--- src/sv/tlssni_pkg.sv ---
`default_nettype none

package tlssni_pkg;

    localparam int POSITION_BITS = 20;

    localparam logic [7:0]  REC_HANDSHAKE = 8'h16;
    localparam int          PREFIX_LEN    = 43;
    localparam logic [15:0] SNI_TYPE      = 16'h0000;
    localparam int          SNI_HDR_LEN   = 5;
    localparam int          EXT_HDR_LEN   = 4;

    typedef enum logic [3:0] {
        PH_TYPE,
        PH_PREFIX,
        PH_SID_LEN,
        PH_SID,
        PH_CS_HI,
        PH_CS_LO,
        PH_CS,
        PH_COMP_LEN,
        PH_COMP,
        PH_EL_HI,
        PH_EL_LO,
        PH_EXT_HDR,
        PH_EXT_BODY,
        PH_SNI_HDR,
        PH_NAME,
        PH_IDLE
    } t_phase;

    typedef struct packed {
        logic [7:0] name_byte;
        logic       name_valid;
        logic       name_end;
        logic       done_res;
        logic       found;
    } t_result;

endpackage

`default_nettype wire

--- src/sv/tlssni_ifs.sv ---
`default_nettype none

interface tlssni_in_if;
    logic       valid;
    logic       ready;
    logic [7:0] data_byte;
    logic       is_last;

    modport source (output valid, output data_byte, output is_last, input ready);
    modport sink   (input valid, input data_byte, input is_last, output ready);
endinterface

interface tlssni_out_if;
    logic       valid;
    logic       ready;
    logic [7:0] name_byte;
    logic       name_valid;
    logic       name_end;
    logic       done_res;
    logic       found;

    modport source (output valid, output name_byte, output name_valid, output name_end,
                    output done_res, output found, input ready);
    modport sink   (input valid, input name_byte, input name_valid, input name_end,
                    input done_res, input found, output ready);
endinterface

`default_nettype wire

--- src/sv/tlssni_parser.sv ---
`default_nettype none

module tlssni_parser (
    input  wire logic               i_clk,
    input  wire logic               i_rst_n,
    input  wire logic               i_step,
    input  wire logic [7:0]         i_data_byte,
    input  wire logic               i_is_last,
    output tlssni_pkg::t_result     o_result
);
    import tlssni_pkg::*;

    localparam int PB = POSITION_BITS;
    localparam logic [PB-1:0] POS_MAX = {PB{1'b1}};

    t_phase         r_phase,    n_phase;
    logic [PB-1:0]  r_pos,      n_pos;
    logic [16:0]    r_skip,     n_skip;
    logic [PB-1:0]  r_ext_end,  n_ext_end;
    logic [7:0]     r_hi,       n_hi;
    logic [15:0]    r_name_rem, n_name_rem;
    logic           r_found,    n_found;

    logic [15:0]    w_len;
    logic [PB-1:0]  w_pos_inc;
    logic [PB:0]    w_end_sum;
    logic           w_hdr_past;
    logic           w_sni_past;
    logic           w_name_past;
    logic           w_valid;
    logic           w_end;

    always_comb begin
        w_len       = {r_hi, i_data_byte};
        w_pos_inc   = (r_pos == POS_MAX) ? r_pos : r_pos + 1'b1;
        w_end_sum   = {1'b0, w_pos_inc} + {{(PB+1-16){1'b0}}, w_len};
        w_hdr_past  = ({1'b0, r_pos} + (PB+1)'(EXT_HDR_LEN)) > {1'b0, r_ext_end};
        w_sni_past  = ({1'b0, r_pos} + (PB+1)'(SNI_HDR_LEN + 1)) > {1'b0, r_ext_end};
        w_name_past = ({1'b0, r_pos} + (PB+1)'(1) + {{(PB+1-16){1'b0}}, w_len})
                      > {1'b0, r_ext_end};
    end

    always_comb begin
        n_phase    = r_phase;
        n_skip     = r_skip;
        n_ext_end  = r_ext_end;
        n_hi       = r_hi;
        n_name_rem = r_name_rem;
        n_found    = r_found;
        n_pos      = w_pos_inc;
        w_valid    = 1'b0;
        w_end      = 1'b0;

        case (r_phase)
            PH_TYPE: begin
                if (i_data_byte != REC_HANDSHAKE) begin
                    n_phase = PH_IDLE;
                end else begin
                    n_skip  = 17'(PREFIX_LEN - 1);
                    n_phase = PH_PREFIX;
                end
            end
            PH_PREFIX, PH_SID, PH_CS, PH_COMP: begin
                n_skip = r_skip - 1'b1;
                if (n_skip == '0) begin
                    if (r_phase == PH_PREFIX) begin
                        n_phase = PH_SID_LEN;
                    end else if (r_phase == PH_SID) begin
                        n_phase = PH_CS_HI;
                    end else if (r_phase == PH_CS) begin
                        n_phase = PH_COMP_LEN;
                    end else begin
                        n_phase = PH_EL_HI;
                    end
                end
            end
            PH_SID_LEN: begin
                if (i_data_byte == '0) begin
                    n_phase = PH_CS_HI;
                end else begin
                    n_skip  = {9'd0, i_data_byte};
                    n_phase = PH_SID;
                end
            end
            PH_CS_HI, PH_EL_HI: begin
                n_hi    = i_data_byte;
                n_phase = (r_phase == PH_CS_HI) ? PH_CS_LO : PH_EL_LO;
            end
            PH_CS_LO: begin
                if (w_len == '0) begin
                    n_phase = PH_COMP_LEN;
                end else begin
                    n_skip  = {1'b0, w_len};
                    n_phase = PH_CS;
                end
            end
            PH_COMP_LEN: begin
                if (i_data_byte == '0) begin
                    n_phase = PH_EL_HI;
                end else begin
                    n_skip  = {9'd0, i_data_byte};
                    n_phase = PH_COMP;
                end
            end
            PH_EL_LO: begin
                n_ext_end  = w_end_sum[PB] ? POS_MAX : w_end_sum[PB-1:0];
                n_phase    = PH_EXT_HDR;
                n_skip     = '0;
                n_name_rem = '0;
            end
            PH_EXT_HDR: begin
                if (r_skip == 17'd0) begin
                    if (w_hdr_past) begin
                        n_phase = PH_IDLE;
                    end else begin
                        n_hi   = i_data_byte;
                        n_skip = 17'd1;
                    end
                end else if (r_skip == 17'd1) begin
                    n_name_rem = (w_len == SNI_TYPE) ? 16'd1 : 16'd0;
                    n_skip     = 17'd2;
                end else if (r_skip == 17'd2) begin
                    n_hi   = i_data_byte;
                    n_skip = 17'd3;
                end else if (r_name_rem != '0) begin
                    if (w_sni_past) begin
                        n_phase = PH_IDLE;
                    end else begin
                        n_name_rem = '0;
                        n_skip     = '0;
                        n_phase    = PH_SNI_HDR;
                    end
                end else if (w_len == '0) begin
                    n_skip     = '0;
                    n_name_rem = '0;
                end else begin
                    n_skip  = {1'b0, w_len};
                    n_phase = PH_EXT_BODY;
                end
            end
            PH_EXT_BODY: begin
                n_skip = r_skip - 1'b1;
                if (n_skip == '0) begin
                    n_phase    = PH_EXT_HDR;
                    n_name_rem = '0;
                end
            end
            PH_SNI_HDR: begin
                if (r_skip >= 17'd4) begin
                    if (w_len == '0 || w_name_past) begin
                        n_phase = PH_IDLE;
                    end else begin
                        n_name_rem = w_len;
                        n_phase    = PH_NAME;
                    end
                end else begin
                    if (r_skip == 17'd3) begin
                        n_hi = i_data_byte;
                    end
                    n_skip = r_skip + 1'b1;
                end
            end
            PH_NAME: begin
                w_valid = 1'b1;
                if (r_name_rem <= 16'd1) begin
                    w_end      = 1'b1;
                    n_name_rem = '0;
                    n_found    = 1'b1;
                    n_phase    = PH_IDLE;
                end else begin
                    n_name_rem = r_name_rem - 1'b1;
                end
            end
            default: begin
            end
        endcase

        o_result.name_byte  = w_valid ? i_data_byte : 8'd0;
        o_result.name_valid = w_valid;
        o_result.name_end   = w_end;
        o_result.done_res   = i_is_last;
        o_result.found      = i_is_last & n_found;
    end

    // state returns to reset after the final byte of a buffer
    always_ff @(posedge i_clk) begin
        if (!i_rst_n || (i_step && i_is_last)) begin
            r_phase    <= PH_TYPE;
            r_pos      <= '0;
            r_skip     <= '0;
            r_ext_end  <= '0;
            r_hi       <= '0;
            r_name_rem <= '0;
            r_found    <= 1'b0;
        end else if (i_step) begin
            r_phase    <= n_phase;
            r_pos      <= n_pos;
            r_skip     <= n_skip;
            r_ext_end  <= n_ext_end;
            r_hi       <= n_hi;
            r_name_rem <= n_name_rem;
            r_found    <= n_found;
        end
    end

endmodule

`default_nettype wire

--- src/sv/tls_client_hello_sni_extractor.sv ---
`default_nettype none

// Extracts the server name from a TLS ClientHello fed one byte per transaction, with is_last
// marking the final byte of the buffer. Every input byte yields exactly one result: name bytes
// come out flagged by name_valid, name_end marks the last one, and the result for the final
// byte carries done_res with found set only if a complete, non-empty name from the first
// server_name extension fitted in the buffer. Throughput is one byte per clock while the
// output is not stalled by o_out.ready; each byte passes the input register, then the parser's
// combinational result into the result register; all parse state clears after the final byte.
module tls_client_hello_sni_extractor (
    input  wire logic       i_clk,
    input  wire logic       i_rst_n,
    tlssni_in_if.sink       i_in,
    tlssni_out_if.source    o_out
);
    import tlssni_pkg::*;

    logic       r_in_valid;
    logic [7:0] r_in_byte;
    logic       r_in_last;
    logic       r_out_valid;
    t_result    r_out;
    t_result    w_result;
    logic       w_move;

    assign w_move     = r_in_valid && (!r_out_valid || o_out.ready);
    assign i_in.ready = !r_in_valid || w_move;

    tlssni_parser u_parser (
        .i_clk       (i_clk),
        .i_rst_n     (i_rst_n),
        .i_step      (w_move),
        .i_data_byte (r_in_byte),
        .i_is_last   (r_in_last),
        .o_result    (w_result)
    );

    always_ff @(posedge i_clk) begin
        if (!i_rst_n) begin
            r_in_valid <= 1'b0;
        end else if (i_in.ready) begin
            r_in_valid <= i_in.valid;
        end
    end

    always_ff @(posedge i_clk) begin
        if (i_in.valid && i_in.ready) begin
            r_in_byte <= i_in.data_byte;
            r_in_last <= i_in.is_last;
        end
    end

    always_ff @(posedge i_clk) begin
        if (!i_rst_n) begin
            r_out_valid <= 1'b0;
        end else if (w_move) begin
            r_out_valid <= 1'b1;
        end else if (o_out.ready) begin
            r_out_valid <= 1'b0;
        end
    end

    always_ff @(posedge i_clk) begin
        if (w_move) begin
            r_out <= w_result;
        end
    end

    assign o_out.valid      = r_out_valid;
    assign o_out.name_byte  = r_out.name_byte;
    assign o_out.name_valid = r_out.name_valid;
    assign o_out.name_end   = r_out.name_end;
    assign o_out.done_res   = r_out.done_res;
    assign o_out.found      = r_out.found;

    a_found_on_done: assert property (@(posedge i_clk) disable iff (!i_rst_n)
        r_out_valid && r_out.found |-> r_out.done_res)
        else $error("found without done_res");

    a_end_is_name: assert property (@(posedge i_clk) disable iff (!i_rst_n)
        r_out_valid && r_out.name_end |-> r_out.name_valid)
        else $error("name_end outside the name");

    a_byte_masked: assert property (@(posedge i_clk) disable iff (!i_rst_n)
        r_out_valid && !r_out.name_valid |-> r_out.name_byte == 8'd0)
        else $error("name_byte set on a non-name byte");

    a_load_on_move: assert property (@(posedge i_clk) disable iff (!i_rst_n)
        w_move |=> r_out_valid)
        else $error("result register missed a transaction");

endmodule

`default_nettype wire
--- src/flat_wrapper.sv ---
// flat-port wrapper written by rule: the top's interface ports become plain ports
module tls_client_hello_sni_extractor_flat import tlssni_pkg::*;
  (i_clk, i_rst_n, i_in_valid, i_in_data_byte, i_in_is_last, i_in_ready, o_out_valid, o_out_name_byte, o_out_name_valid, o_out_name_end, o_out_done_res, o_out_found, o_out_ready);
  tlssni_in_if i_in_i ();
  tlssni_out_if o_out_i ();
  input  wire logic i_clk;
  input  wire logic i_rst_n;
  input wire logic [$bits(i_in_i.valid)-1:0] i_in_valid;
  input wire logic [$bits(i_in_i.data_byte)-1:0] i_in_data_byte;
  input wire logic [$bits(i_in_i.is_last)-1:0] i_in_is_last;
  output wire logic [$bits(i_in_i.ready)-1:0] i_in_ready;
  output wire logic [$bits(o_out_i.valid)-1:0] o_out_valid;
  output wire logic [$bits(o_out_i.name_byte)-1:0] o_out_name_byte;
  output wire logic [$bits(o_out_i.name_valid)-1:0] o_out_name_valid;
  output wire logic [$bits(o_out_i.name_end)-1:0] o_out_name_end;
  output wire logic [$bits(o_out_i.done_res)-1:0] o_out_done_res;
  output wire logic [$bits(o_out_i.found)-1:0] o_out_found;
  input wire logic [$bits(o_out_i.ready)-1:0] o_out_ready;
  assign i_in_i.valid = i_in_valid;
  assign i_in_i.data_byte = i_in_data_byte;
  assign i_in_i.is_last = i_in_is_last;
  assign i_in_ready = i_in_i.ready;
  assign o_out_valid = o_out_i.valid;
  assign o_out_name_byte = o_out_i.name_byte;
  assign o_out_name_valid = o_out_i.name_valid;
  assign o_out_name_end = o_out_i.name_end;
  assign o_out_done_res = o_out_i.done_res;
  assign o_out_found = o_out_i.found;
  assign o_out_i.ready = o_out_ready;
  tls_client_hello_sni_extractor u_core (.i_clk(i_clk), .i_rst_n(i_rst_n), .i_in(i_in_i), .o_out(o_out_i));
endmodule
--- config.mk ---
export PLATFORM = sky130hd
export DESIGN_NAME = tls_client_hello_sni_extractor_flat
export DESIGN_NICKNAME = d
export VERILOG_FILES = /design/src/sv/tlssni_pkg.sv /design/src/sv/tlssni_ifs.sv /design/src/sv/tlssni_parser.sv /design/src/sv/tls_client_hello_sni_extractor.sv /design/src/flat_wrapper.sv
export SDC_FILE = /design/constraint.sdc
export NUM_CORES = 1
export LEC_CHECK = 0
export BUFFER_PORTS_ARGS = -buffer_cell sky130_fd_sc_hd__buf_2
export CAP_MARGIN = 20
export CORE_UTILIZATION = 46
export CTS_CLUSTER_DIAMETER = 40
export DETAILED_ROUTE_END_ITERATION = 10
export GPL_TIMING_DRIVEN = 0
export HOLD_SLACK_MARGIN = 0.02
export PLACE_DENSITY = 0.7
export SYNTH_ARGS = -nofsm -noshare
export SYNTH_HDL_FRONTEND = slang
export SYNTH_SLANG_ARGS = --single-unit
--- constraint.sdc ---
create_clock -name i_clk -period 4.9 [get_ports i_clk]
set_input_delay 0.245 -clock i_clk [delete_from_list [all_inputs] [get_ports i_clk]]
set_output_delay 0.245 -clock i_clk [all_outputs]
set_load 0.1 [all_outputs]
# --- Word level (Yosys, flattened, before mapping) ---
# Cells that the tools add are included.
word_totals:
  reg_bits: 109
  in_bits: 13
  output_inout_bits: 14
  elab_cells: 161
op_classes:
  addsub: 9
  order_cmp: 5
  n_eq_ne: 40
  n_mux: 60
  bitwise: 1
  n_reduce_logical: 30
ops:
  columns: ["operator", "count"]
  rows:
  - ["16-bit 2-to-1 mux", 11]
  - ["17-bit 2-to-1 mux", 10]
  - ["17-bit one-hot mux with 7 select lines", 1]
  - ["16-bit one-hot mux with 5 select lines", 1]
  - ["21-bit by 20-bit > comparator with 1-bit output", 3]
  - ["4-bit 2-to-1 mux", 15]
  - ["8-bit 2-to-1 mux", 6]
  - ["4-bit one-hot mux with 11 select lines", 1]
  - ["20-bit by 3-bit adder with 21-bit output, second input constant", 2]
  - ["20-bit 2-to-1 mux", 2]
  - ["17-bit by 2-bit == test with 1-bit output, second input constant", 2]
  - ["17-bit logical NOT", 2]
  - ["4-bit == test, second input constant", 7]
  - ["8-bit one-hot mux with 3 select lines", 1]
  - ["2-bit != test, second input constant", 11]
  - ["20-bit by 1-bit adder with 21-bit output, second input constant", 1]
  - ["20-bit by 16-bit adder with 21-bit output", 1]
  - ["21-bit by 16-bit adder with 21-bit output", 1]
  - ["20-bit by 1-bit adder with 20-bit output, second input constant", 1]
  - ["20-bit == test, second input constant", 1]
  - ["3-bit != test, second input constant", 6]
  - ["17-bit by 1-bit adder with 17-bit output, second input constant", 1]
  - ["17-bit by 1-bit == test with 1-bit output, second input constant", 1]
  - ["17-bit by 3-bit >= comparator with 1-bit output, second input constant", 1]
  - ["33 further kinds", 56]

# --- Depth between registers and ports, before layout ---
# Gate-level depths: netlist of run 1.
depth:
  ltp_word: 8
  ltp_mapped: 22
  ltp_nobuf: 21

# --- Cells and area by module ---
# Synthesis of run 1 repeated with hierarchy kept, for this count alone.
hier_totals:
  cells_unflattened: 1252
  area_unflattened_um2: 9917.0
modules_own_cells:
  columns: ["mod", "instances", "cells_per_inst", "area_each_um2", "seq_area_each_um2"]
  rows:
  - ["tlssni_parser", 1, 1222, 9182.6, 1721.7]
  - ["tls_client_hello_sni_extractor", 1, 30, 734.5, 670.6]

# --- Worst setup path after synthesis of run 1 ---
# OpenSTA, ideal clock, no wires.
synth_timing:
  path_kind: "register to register"
  start: "register u_core.r_in_byte[0]"
  end: "register u_core.u_parser.r_name_rem[2]"
  setup_ns: 0.117
  t_arrival_ns: 4.343
  t_required_ns: 4.783
  slack_ns: 0.440
  stages_incl_launch_ff: 22
  path_cell_list: "edfxtp_1 inv_1 ha_1 inv_1 fa_1 a211oi_1 o21bai_1 a21oi_1 o21bai_1 a21oi_1 o21bai_1 a21oi_1 xnor2_1 ha_1 nand4_1 nor3_1 a21oi_1 a21oi_1 o21ai_0 a22oi_1 o2111ai_1 a32o_1"
synth_between:
  elab_chain_len: 5
  elab_cells_between_ends: 7
  cone_classes: "add/sub: 1; order compare: 1; eq/ne: 2; reduce/logical: 3"
synth_rtl:
  columns: ["item", "line_no", "text"]
  rows:
  - ["start, declared", "tls_client_hello_sni_extractor.sv:19", "logic [7:0] r_in_byte;"]
  - ["start signal, assigned", "tls_client_hello_sni_extractor.sv:48", "r_in_byte <= i_in.data_byte;"]
  - ["21-bit by 16-bit adder with 21-bit output", "tlssni_parser.sv:39", "w_name_past = ({1'b0, r_pos} + (PB+1)'(1) + {{(PB+1-16){1'b0}}, w_len})"]
  - ["21-bit by 20-bit > comparator with 1-bit output", "tlssni_parser.sv:40", "> {1'b0, r_ext_end};"]
  - ["1-bit logical OR", "tlssni_parser.sv:150", "if (w_len == '0 || w_name_past) begin"]
  - ["2-bit != test (no line)", null, null]
  - ["9-bit AND reduction (no line) *", null, null]
  - ["end signal, assigned", "tlssni_parser.sv:201", "r_name_rem <= n_name_rem;"]
  - ["end, declared", "tlssni_parser.sv:21", "logic [15:0] r_name_rem, n_name_rem;"]
# Every way passes the cells marked *; elsewhere a longest branch is shown, timed or not.
# A chain may end at the register's enable or synchronous reset.

# --- Worst setup path in the final report of run 1 ---
layout_timing:
  start: "register u_core.u_parser.r_pos[9]"
  end: "register u_core.u_parser.r_ext_end[17]"
layout_between:
  elab_chain_len: 4
  elab_cells_between_ends: 5
  cone_classes: "add/sub: 2; eq/ne: 1; mux: 2"
layout_rtl:
  columns: ["item", "line_no", "text"]
  rows:
  - ["start, declared", "tlssni_parser.sv:17", "logic [PB-1:0] r_pos, n_pos;"]
  - ["start signal, assigned", "tlssni_parser.sv:197", "r_pos <= n_pos;"]
  - ["20-bit == test", "tlssni_parser.sv:35", "w_pos_inc = (r_pos == POS_MAX) ? r_pos : r_pos + 1'b1;"]
  - ["20-bit 2-to-1 mux", "tlssni_parser.sv:35", null]
  - ["named net u_core.u_parser.n_pos[1]", "tlssni_parser.sv:17", null]
  - ["20-bit by 16-bit adder with 21-bit output", "tlssni_parser.sv:36", "w_end_sum = {1'b0, w_pos_inc} + {{(PB+1-16){1'b0}}, w_len};"]
  - ["20-bit 2-to-1 mux", "tlssni_parser.sv:106", "n_ext_end = w_end_sum[PB] ? POS_MAX : w_end_sum[PB-1:0];"]
  - ["end signal, assigned", "tlssni_parser.sv:199", "r_ext_end <= n_ext_end;"]
  - ["end, declared", "tlssni_parser.sv:19", "logic [PB-1:0] r_ext_end, n_ext_end;"]
# The timed path passes the listed nets, and every way through them passes these cells.

==> flow_metrics.py, run 1 <==
metrics = {
    "drt": {
        "num_vias": 10500,
        "drtIter0Drc": 1107,
        "dr.pass1.iters": 6,
        "drc": 0,
        "wire_per_inst_um": 22.0,
        "vias_per_cell": 6.48,
        "antenna_left": 0,
        "drt_wl_total_mm": 35.8,
    },
    "logic_synthesis": {
        "synth_xor_area_frac": 0.0837,
        "synth.area.mux_share": 0.0121,
        "synthDistinctLibCells": 89,
        "synth_area_leader_cell": "dfxtp_1",
        "synthSimpleGateAreaFrac": 0.223,
        "synth_ff_type": "dfxtp_1",
        "synth_top_area_share": 0.174,
        "synthCells": 1290,
        "synth.area.top_cells": "dfxtp_1 17%, ha_1 13%, edfxtp_1 6.2%, xor2_1 4.9%, nor2_1 4.6%",
        "synth_edf_count": 21,
        "ys_ff_latch": 109,
        "synth_area_um2": 10100,
        "yosys_warnings": 0,
        "synth_top_family_by_area": "compound AO/OA/AOI/OAI gates",
        "ys_seq_area_frac": 0.236,
        "synthesis.nets": 1409,
        "syn_avg_cell_area_um2": 7.87,
        "async_flop_share": 0,
        "synth_adder_area_share": 0.132,
        "synth-compound-area-share": 0.259,
    },
    "global_route": {
        "gr-usage-met3": 0.0788,
        "track_usage": 0.320,
        "gr-usage-met2": 0.474,
        "grt_overflow_total": 0,
        "antenna_found_initial": 1,
        "grt.met1_usage": 0.445,
        "grt_pass1_wl_mm": 54.9,
        "grt_pass1_vias": 9685,
        "top_usage_layer": "met2",
        "grt_max_degree": 22,
    },
    "timing": {
        "post-route-min-period_ns": 4.80,
        "period_share": 0.980,
        "hold_violations": 0,
        "fmax_ghz": 0.208,
        "slew_headroom": 0.393,
        "report.final.slew_viol_count": 0,
        "skew_ns": 0.0134,
        "setup_tns_ns": 0,
        "finalSetupViolations": 0,
        "worst_slew_pin_slew_ns": 0.910,
    },
    "floorplanning": {
        "ios": 27,
        "core_um2": 21400,
        "start_util": 0.475,
        "placementRows": 53,
        "die_x_um": 151,
        "die_area_um2": 22700,
        "die_h_um": 151,
    },
    "clock_network": {
        "cts_made_buffers": 9,
        "cts_sinks": 109,
        "clockRootBuffer": "clkbuf_16",
        "clkLatencyLatePin_ns": 0.37,
        "cts_tree": "done",
        "clk_pin_slew_ns": 0.09,
        "ctsLongestPathBuffers": 2,
        "cts.htree.levels": 3,
    },
    "worst_setup_path": {
        "criticalPathCategory": "flip-flop to flip-flop",
        "r2r_start": "u_core.u_parser.r_pos[9]",
        "cp.required_ns": 5.10,
        "reg2reg_to": "u_core.u_parser.r_ext_end[17]",
        "endpoint": "u_core.u_parser.r_ext_end[17]",
        "critPathSlowestCell": "fa_1",
        "cp-end-kind": "flip-flop",
        "slowest_delay_ns": 0.46,
        "r2r_slack_ns": 0.1,
        "worst-path-max-fanout": 10,
        "critical_path.startpoint": "u_core.u_parser.r_pos[9]",
        "r2r_cells": 16,
        "path_cells": "buf_2, nand4_2, nor4_4, and4_1, buf_2, mux2_2, fa_1, a211oi_1, o21ai_0, a21oi_2, a211oi_1, a211oi_2, o21a_1, buf_2, buf_6, a221oi_1",
        "start_kind": "flip-flop",
        "cp.arrival_ns": 5.00,
        "crit_top_cell": "buf_2",
    },
    "cells_and_area": {
        "post-route-util": 0.530,
        "instances_no_fill": 1626,
        "syn2layout_area_growth_pct": 11.4,
        "final_nets": 1465,
        "drive_above_1_share": 0.111,
        "antenna_cells": 0,
    },
    "worst_hold_path": {
        "min_path_type": "input port to flip-flop",
        "min_path_cells": 1,
    },
    "placement": {
        "dpl.hpwl_mm": 26.4,
        "dp.cells": 1593,
        "numPortBuffers": 26,
        "routabilityCongestion": 0.986,
    },
    "power_and_ir_drop": {
        "power_per_cell_area_nw_per_um2": 210,
        "p_leak_nw": 4.55,
        "finalPower_mw": 2.38,
        "vdd_drop_max_mv": 0.200,
    },
    "run": {
        "cap_violations": 0,
    },
    "run_status": {
        "status": "finished, final reports clean",
    },
}
[cell usage after synthesis (all sizes together), types with 34 or more instances]
cell	instances
a211oi	34
a21oi	89
clkbuf	50
dfxtp	88
ha	104
inv	50
nand2	120
nand3	40
nor2	125
nor3	44
o21ai	60
xnor2	40
xor2	57
[worst max-delay path, delay by kind of cell (launching register included)]
kind / cells / cell delay, ns
buffers and inverters: 4 / 0.86
and+or+nand+nor: 3 / 0.87
AOI/OAI and AO/OA: 7 / 1.65
adders and majority gates: 1 / 0.46
DFF: 1 / 0.38
muxes: 1 / 0.40
[report_power, final]
| part | total (mW) | internal [mW] | switching [mW] |
|---|---|---|---|
| Clock | 0.783 | 0.378 | 0.405 |
| Sequential | 0.962 | 0.936 | 0.0265 |
| Combinational | 0.633 | 0.212 | 0.420 |
| Total | 2.38 | 1.53 | 0.852 |
[cell usage in the layout (no fill, tap or decap), drive strengths merged, types with 44 or more instances in the layout]
master / instances
nor2: 125
nand2: 120
ha: 104
a21oi: 89
dfxtp: 88
buf: 73
o21ai: 60
clkbuf: 59
xor2: 57
inv: 50
nor3: 44
[layer usage]
| metal | up-vias | part of all wire |
|---|---|---|
| met5 | - | 0.00036 |
| met4 | 2 | 0.035 |
| met3 | 83 | 0.11 |
| met2 | 593 | 0.41 |
| met1 | 4937 | 0.44 |
| li1 | 4916 | - |
[worst min-delay path by stage]
stage	start	endpoint
after floorplan	i_in_data_byte[0]	u_core.r_in_byte[0]
after CTS	i_in_data_byte[7]	u_core.r_in_byte[7]
after detailed placement	i_in_data_byte[7]	u_core.r_in_byte[7]
after global placement	i_in_data_byte[4]	u_core.r_in_byte[4]
after global routing	i_in_data_byte[2]	u_core.r_in_byte[2]
final	i_in_data_byte[5]	u_core.r_in_byte[5]
[registers in the layout, indices dropped and copies added, names as in the netlist]
name                        count
u_core.o_out.name_byte          8
u_core.u_parser.r_found         1
u_core.u_parser.r_hi            8
u_core.o_out.valid              1
u_core.u_parser.r_name_rem     16
u_core.u_parser.r_pos          20
u_core.u_parser.r_phase         4
u_core.r_in_byte                8
u_core.o_out.name_valid         1
u_core.u_parser.r_skip         17
u_core.o_out.done_res           1
u_core.u_parser.r_ext_end      20
u_core.r_in_last                1
u_core.o_out.name_end           1
u_core.r_in_valid               1
u_core.o_out.found              1
[through the flow]
| step | area (µm²) | hold slack [ns] | setup WS (ns) |
|---|---|---|---|
| after global routing | 11300 | 0.0383 | -0.0511 |
| after floorplan | 10100 | 0.344 | 0.440 |
| after global placement | 10600 | 0.422 | -1.55 |
| final | 11300 | 0.0424 | 0.0998 |
| after CTS | 11200 | 0.0407 | 0.00147 |
| after detailed placement | 10600 | 0.423 | -1.55 |
[logic make-up (layout without fill, tap and decap cells)]
logic type / Yosys count / count (layout)
simple gates: 458 / 458
compound gates: 377 / 378
buf+inv: 131 / 191
flops: 109 / 109
fa+ha+maj: 106 / 106
xor+xnor: 97 / 97
mux: 12 / 12
[layout make-up]
cell class,count,area [µm²]
fill,2068,10000
multi-input combinational,1051,7400
sequential,109,2390
buffer,77,358
tap,275,344
timing repair buffer,45,293
clock buffer,10,239
inverter,53,199
clock inverter,6,81.3
[what timing repair did]
action / in CTS / in global routing
gates resized for setup: 24 / 28
buffers inserted: 9 / 8
hold endpoints to repair: 0 / 0
pin swaps: 6 / 10
gates cloned: 1 / 0
endpoints found under the setup margin: 42 / 48
hold buffers: 0 / 0
Power figures use the tool's default switching activity.
==> inputs of run 2 (changes only) <==
clock period = 5.6 ns   (was 4.9 ns; I/O delays follow)
==> run 2 against run 1 <==
Against the previous run:
- clock power shrank 13%
- total power shrank 13%
- clock skew shrank 0.0031 ns
- first-iteration DRC count shrank 7.7%
- via count shrank 0.29%
- global-route usage shrank 0.65 points
- sequential power shrank 12%
- non-clock buffer count shrank 9
- critical endpoint unchanged
- largest cell class unchanged
==> flow_metrics.py, run 2 (same netlist as run 1, synthesis figures left out) <==
metrics = {
    "cells_and_area": {
        "antenna_cells": 0,
        "reg.largest.list": "u_core.u_parser.r_ext_end: 20 flops, u_core.u_parser.r_pos: 20 flops, u_core.u_parser.r_skip: 17 flops",
        "layout_commonest_cell": "nor2_1",
        "final_cell_mix": "125 x nor2_1, 120 x nand2_1, 104 x ha_1",
        "post-route-util": 0.519,
        "final_nets": 1455,
        "instances_no_fill": 1616,
        "syn2layout_area_growth_pct": 9.27,
        "drive_above_1_share": 0.0835,
    },
    "timing": {
        "slew_headroom": 0.320,
        "period_share": 0.964,
        "fin_hold_ws_ns": 0.0762,
        "worst_slew_pin_slew_ns": 1.01,
        "fin_ws_ns": 0.201,
        "report.final.slew_viol_count": 0,
        "fmax_ghz": 0.185,
        "hold_violations": 0,
        "grt_setup_unrepaired": "false",
        "skew_ns": 0.0102,
        "finalSetupViolations": 0,
        "post-route-min-period_ns": 5.40,
    },
    "global_route": {
        "grt_overflow_total": 0,
        "grt_pass1_vias": 9568,
        "track_usage": 0.313,
        "antenna_found_initial": 0,
        "grt_max_degree": 22,
        "grt_pass1_wl_mm": 53.8,
    },
    "power_and_ir_drop": {
        "switchingPower_mw": 0.734,
        "power_per_cell_area_nw_per_um2": 186,
        "pwr-share-clk": 0.332,
        "p_leak_nw": 4.46,
        "finalPower_mw": 2.06,
        "p_int_mw": 1.33,
        "seqPwrFrac": 0.412,
        "switching_share": 0.356,
        "vdd_drop_max_mv": 0.180,
        "pwr-share-comb": 0.256,
    },
    "clock_network": {
        "clkLatencyLatePin_ns": 0.38,
        "cts.htree.levels": 3,
        "ctsLongestPathBuffers": 2,
        "cts_made_buffers": 9,
        "cts_tree": "done",
        "clk_pin_slew_ns": 0.09,
        "cts_sinks": 109,
        "clockRootBuffer": "clkbuf_16",
    },
    "worst_setup_path": {
        "r2r_slack_ns": 0.20,
        "path_cells": "ha_1, nand3_2, nor4_4, buf_4, and4_1, buf_2, nor2b_1, clkbuf_1, xnor2_1, ha_1, a211oi_1, o21ai_0, a21oi_2, a211oi_1, a211oi_2, o21a_1, buf_2, buf_6, a221oi_1",
        "endpoint": "u_core.u_parser.r_ext_end[17]",
        "criticalPathCategory": "flip-flop to flip-flop",
        "r2r_cells": 19,
        "cp-end-kind": "flip-flop",
        "start_kind": "flip-flop",
        "reg2reg_to": "u_core.u_parser.r_ext_end[17]",
        "worst-path-max-fanout": 10,
        "r2r_start": "u_core.u_parser.r_pos[2]",
        "cp.required_ns": 5.80,
        "slowest_delay_ns": 0.57,
        "cp.arrival_ns": 5.60,
        "critical_path.startpoint": "u_core.u_parser.r_pos[2]",
        "critPathSlowestCell": "dfxtp_1",
    },
    "placement": {
        "dp_worst_setup_slack_ns": -0.854,
        "routabilityCongestion": 0.986,
        "numPortBuffers": 26,
        "dpl.hpwl_mm": 26.4,
        "dp.cells": 1593,
    },
    "drt": {
        "wire_per_inst_um": 21.7,
        "num_vias": 10500,
        "antenna_left": 0,
        "drc": 0,
        "drt_wl_total_mm": 35.0,
        "dr.pass1.iters": 6,
        "drtIter0Drc": 1022,
        "vias_per_cell": 6.50,
    },
    "floorplanning": {
        "ios": 27,
        "die_x_um": 151,
        "placementRows": 53,
        "core_um2": 21400,
        "die_area_um2": 22700,
        "start_util": 0.475,
        "die_h_um": 151,
    },
    "run_status": {
        "status": "finished, final reports clean",
    },
    "worst_hold_path": {
        "min_path_type": "input port to flip-flop",
    },
    "run": {
        "cap_violations": 0,
    },
}
-- run 2: per-stage QoR --
stage | TNS [ns] | cell area (µm²)
after floorplan | 0 | 10100
after global placement | -12.89 | 10600
after detailed placement | -13.25 | 10600
after CTS | 0 | 11000
after global routing | 0 | 11100
final | 0 | 11100
-- run 2: metal layers --
metal  share of wire  vias up  track usage
li1                -     4894            -
met1            0.45     4966        0.445
met2            0.41      566        0.462
met3            0.11       74       0.0718
met4           0.029        0        0.105
met5               0        -            0
-- run 2: how the worst min path moves through the flow --
stage / startpoint / to / cells past startpoint
CTS: i_in_data_byte[7] / u_core.r_in_byte[7] / 1
floorplan: i_in_data_byte[0] / u_core.r_in_byte[0] / 0
finish: i_in_data_byte[7] / u_core.r_in_byte[7] / 1
global route: i_in_data_byte[2] / u_core.r_in_byte[2] / 1
detailed placement: u_core.u_parser.r_ext_end[16] / u_core.u_parser.r_ext_end[16] / 2
global placement: u_core.u_parser.r_ext_end[16] / u_core.u_parser.r_ext_end[16] / 2
-- run 2: final cells by class --
| cell class | count | area [µm²] |
|---|---|---|
| buffer | 77 | 354 |
| clock buffer | 10 | 239 |
| clock inverter | 6 | 81.3 |
| fill | 2093 | 10300 |
| inverter | 53 | 199 |
| multi-input combinational | 1050 | 7250 |
| sequential | 109 | 2390 |
| tap | 275 | 344 |
| timing repair buffer | 36 | 225 |
-- run 2: what timing repair did --
item | 4_1_cts | 5_1_grt
setup buffers | 3 | 5
endpoints found under the setup margin | 33 | 35
pin swaps | 1 | 1
hold buffers | 0 | 0
gates resized for setup | 8 | 5
-- run 2: worst max-delay path: cells and delay by family (launching register included) --
family                     cells  cell delay (ns)
and+or+nand+nor                4             0.74
AOI/OAI and AO/OA              7             1.83
adders and majority gates      2             0.77
xor gates and xnor gates       1             0.22
buffers and inverters          5             1.08
DFF                            1             0.57
-- run 2: power groups by stage --
| stage | clock [mW] | combinational (mW) | sequential [mW] |
|---|---|---|---|
| 3_3_place_gp | 0 | 0.499 | 0.866 |
| 4_1_cts | 0.684 | 0.506 | 0.848 |
| 6_report | 0.684 | 0.527 | 0.849 |
| 2_1_floorplan | 0 | 0.351 | 0.874 |
| 3_5_place_dp | 0 | 0.501 | 0.866 |
| 5_1_grt | 0.710 | 0.566 | 0.851 |
==> inputs of run 3 (changes only) <==
PLACE_DENSITY = unset   (was 0.7)
PLACE_DENSITY_LB_ADDON = 0.25   (was unset)
==> run 3 against run 2 <==
Against the previous run:
- first-iteration DRC count up 12%
- sequential share of layout area unchanged
- core utilization unchanged
- final cell count about the same
- clock power up 2%
- highest routed layer unchanged
==> flow_metrics.py, run 3 (same netlist as run 1, synthesis figures left out) <==
metrics = {
    "run_status": {
        "status": "finished, final reports clean",
    },
    "worst_setup_path": {
        "cp_top_family": "compound AO/OA/AOI/OAI gates",
        "path_cells": "ha_1, o21ai_0, a21oi_1, nor2_1, o31ai_2, a31oi_1, a21boi_1, a21oi_1, xnor2_1, ha_1, nand2_1, o21ai_1, nor4b_2, o21ai_0, a22oi_2, nand3_4, o32ai_1",
        "criticalPathCategory": "flip-flop to flip-flop",
        "worst-path-max-fanout": 8,
        "slowest_delay_ns": 0.69,
        "r2r_slack_ns": 0.27,
        "path_buf_inv": 0,
        "cp.arrival_ns": 5.60,
        "start_kind": "flip-flop",
        "cp.required_ns": 5.87,
        "critPathSlowestCell": "edfxtp_1",
        "cp-end-kind": "flip-flop",
    },
    "timing": {
        "worst_slew_pin_slew_ns": 0.922,
        "finalSetupViolations": 0,
        "skew_ns": 0.0185,
        "slew_headroom": 0.381,
        "setup_tns_ns": 0,
        "hold_violations": 0,
        "period_share": 0.953,
        "post-route-min-period_ns": 5.33,
        "fmax_ghz": 0.187,
        "report.final.slew_viol_count": 0,
    },
    "cells_and_area": {
        "antenna_cells": 0,
        "layout_commonest_cell": "nor2_1",
        "syn2layout_area_growth_pct": 9.27,
        "final_cell_mix": "125 x nor2_1, 120 x nand2_1, 104 x ha_1",
        "fill_cells": 2086,
        "drive_above_1_share": 0.0842,
        "final_nets": 1456,
        "design_area_um2": 11100,
        "reg.largest.list": "u_core.u_parser.r_ext_end: 20 flops, u_core.u_parser.r_pos: 20 flops, u_core.u_parser.r_skip: 17 flops",
    },
    "clock_network": {
        "cts.htree.levels": 3,
        "clockRootBuffer": "clkbuf_16",
        "ctsLongestPathBuffers": 2,
        "cts_sinks": 109,
        "cts_tree": "done",
        "clkLatencyLatePin_ns": 0.38,
        "cts_made_buffers": 9,
        "clk_pin_slew_ns": 0.08,
        "holdBufCountCts": 0,
    },
    "placement": {
        "routabilityCongestion": 0.975,
        "placed_area_um2": 10600,
        "numPortBuffers": 26,
        "dpl.hpwl_mm": 26.1,
    },
    "drt": {
        "dr.pass1.iters": 5,
        "drc": 0,
        "wire_per_inst_um": 21.4,
        "num_vias": 10400,
        "drtIter0Drc": 1147,
        "drt_wl_total_mm": 34.6,
        "antenna_left": 0,
        "vias_per_cell": 6.44,
    },
    "power_and_ir_drop": {
        "power_per_cell_area_nw_per_um2": 186,
        "p_leak_nw": 4.47,
        "vdd_drop_max_mv": 0.159,
    },
    "floorplanning": {
        "core_um2": 21400,
        "ios": 27,
        "start_util": 0.475,
        "die_x_um": 151,
        "placementRows": 53,
        "die_area_um2": 22700,
        "die_h_um": 151,
    },
    "global_route": {
        "track_usage": 0.310,
        "grt_pass1_wl_mm": 53.4,
        "grt_overflow_total": 0,
        "grt_max_degree": 22,
        "grt_pass1_vias": 9419,
        "antenna_found_initial": 0,
    },
    "worst_hold_path": {
        "min_path_type": "input port to flip-flop",
    },
    "run": {
        "cap_violations": 0,
    },
}
==> run 3: per-layer routing <==
layer / vias up / global-route usage / share of wire
met5: - / 0 / 0
met4: 0 / 0.118 / 0.033
met3: 65 / 0.0645 / 0.11
met2: 554 / 0.450 / 0.41
met1: 4885 / 0.445 / 0.45
li1: 4913 / - / -
==> run 3: worst register-to-register path, stage by stage (launching register included) <==
cell and delay, ns:
edfxtp_1 0.69, ha_1 0.51, o21ai_0 0.11, a21oi_1 0.15, nor2_1 0.08, o31ai_2 0.38
a31oi_1 0.28, a21boi_1 0.39, a21oi_1 0.15, xnor2_1 0.15, ha_1 0.29, nand2_1 0.06
o21ai_1 0.18, nor4b_2 0.45, o21ai_0 0.24, a22oi_2 0.55, nand3_4 0.24, o32ai_1 0.35
==> run 3: what timing repair did <==
| item | in CTS | in global routing |
|---|---|---|
| endpoints found under the hold margin | 0 | 0 |
| gates resized for setup | 9 | 3 |
| endpoints found under the setup margin | 34 | 34 |
| buffers inserted | 0 | 9 |
| pin swaps | 1 | 2 |
==> run 3: through the flow <==
stage / utilization / hold WS [ns] / std cells / total power [mW] / setup WS (ns)
CTS: 0.515 / 0.0726 / 1609 / 2.05 / 0.0444
detailed placement: 0.498 / 0.458 / 1593 / 1.36 / -0.822
finish: 0.519 / 0.0775 / 1617 / 2.07 / 0.265
global route: 0.519 / 0.0709 / 1617 / 2.14 / -0.00187
global placement: 0.497 / 0.441 / 1591 / 1.36 / -0.724
floorplan: - / 0.379 / 1290 / 1.23 / 1.14
==> run 3: final cells by class <==
type                    instances  area (µm²)  area share
multi-input cells            1050        7250       0.654
flip-flops and latches        109        2390       0.216
plain buffers                  77         354      0.0319
well taps                     275         344      0.0310
clock buffers                  10         239      0.0216
repair buffers                 37         233      0.0210
inverters                      53         199      0.0179
clock inverters                 6        77.6     0.00700
==> run 3: power by group <==
group          total (mW)  switching, mW  internal [mW]
combinational       0.524          0.346          0.178
sequential          0.848         0.0291          0.819
clock               0.697          0.364          0.333
==> run 3: path summary, 6_finish.rpt <==
check                                                   start                              to  depth (start not counted)
worst max-delay path                      u_core.r_in_byte[5]  u_core.u_parser.r_name_rem[15]                         17
worst min-delay path                        i_in_data_byte[4]             u_core.r_in_byte[4]                          1
worst max register to register            u_core.r_in_byte[5]  u_core.u_parser.r_name_rem[15]                         17
worst min register to register  u_core.u_parser.r_ext_end[16]   u_core.u_parser.r_ext_end[16]                          2
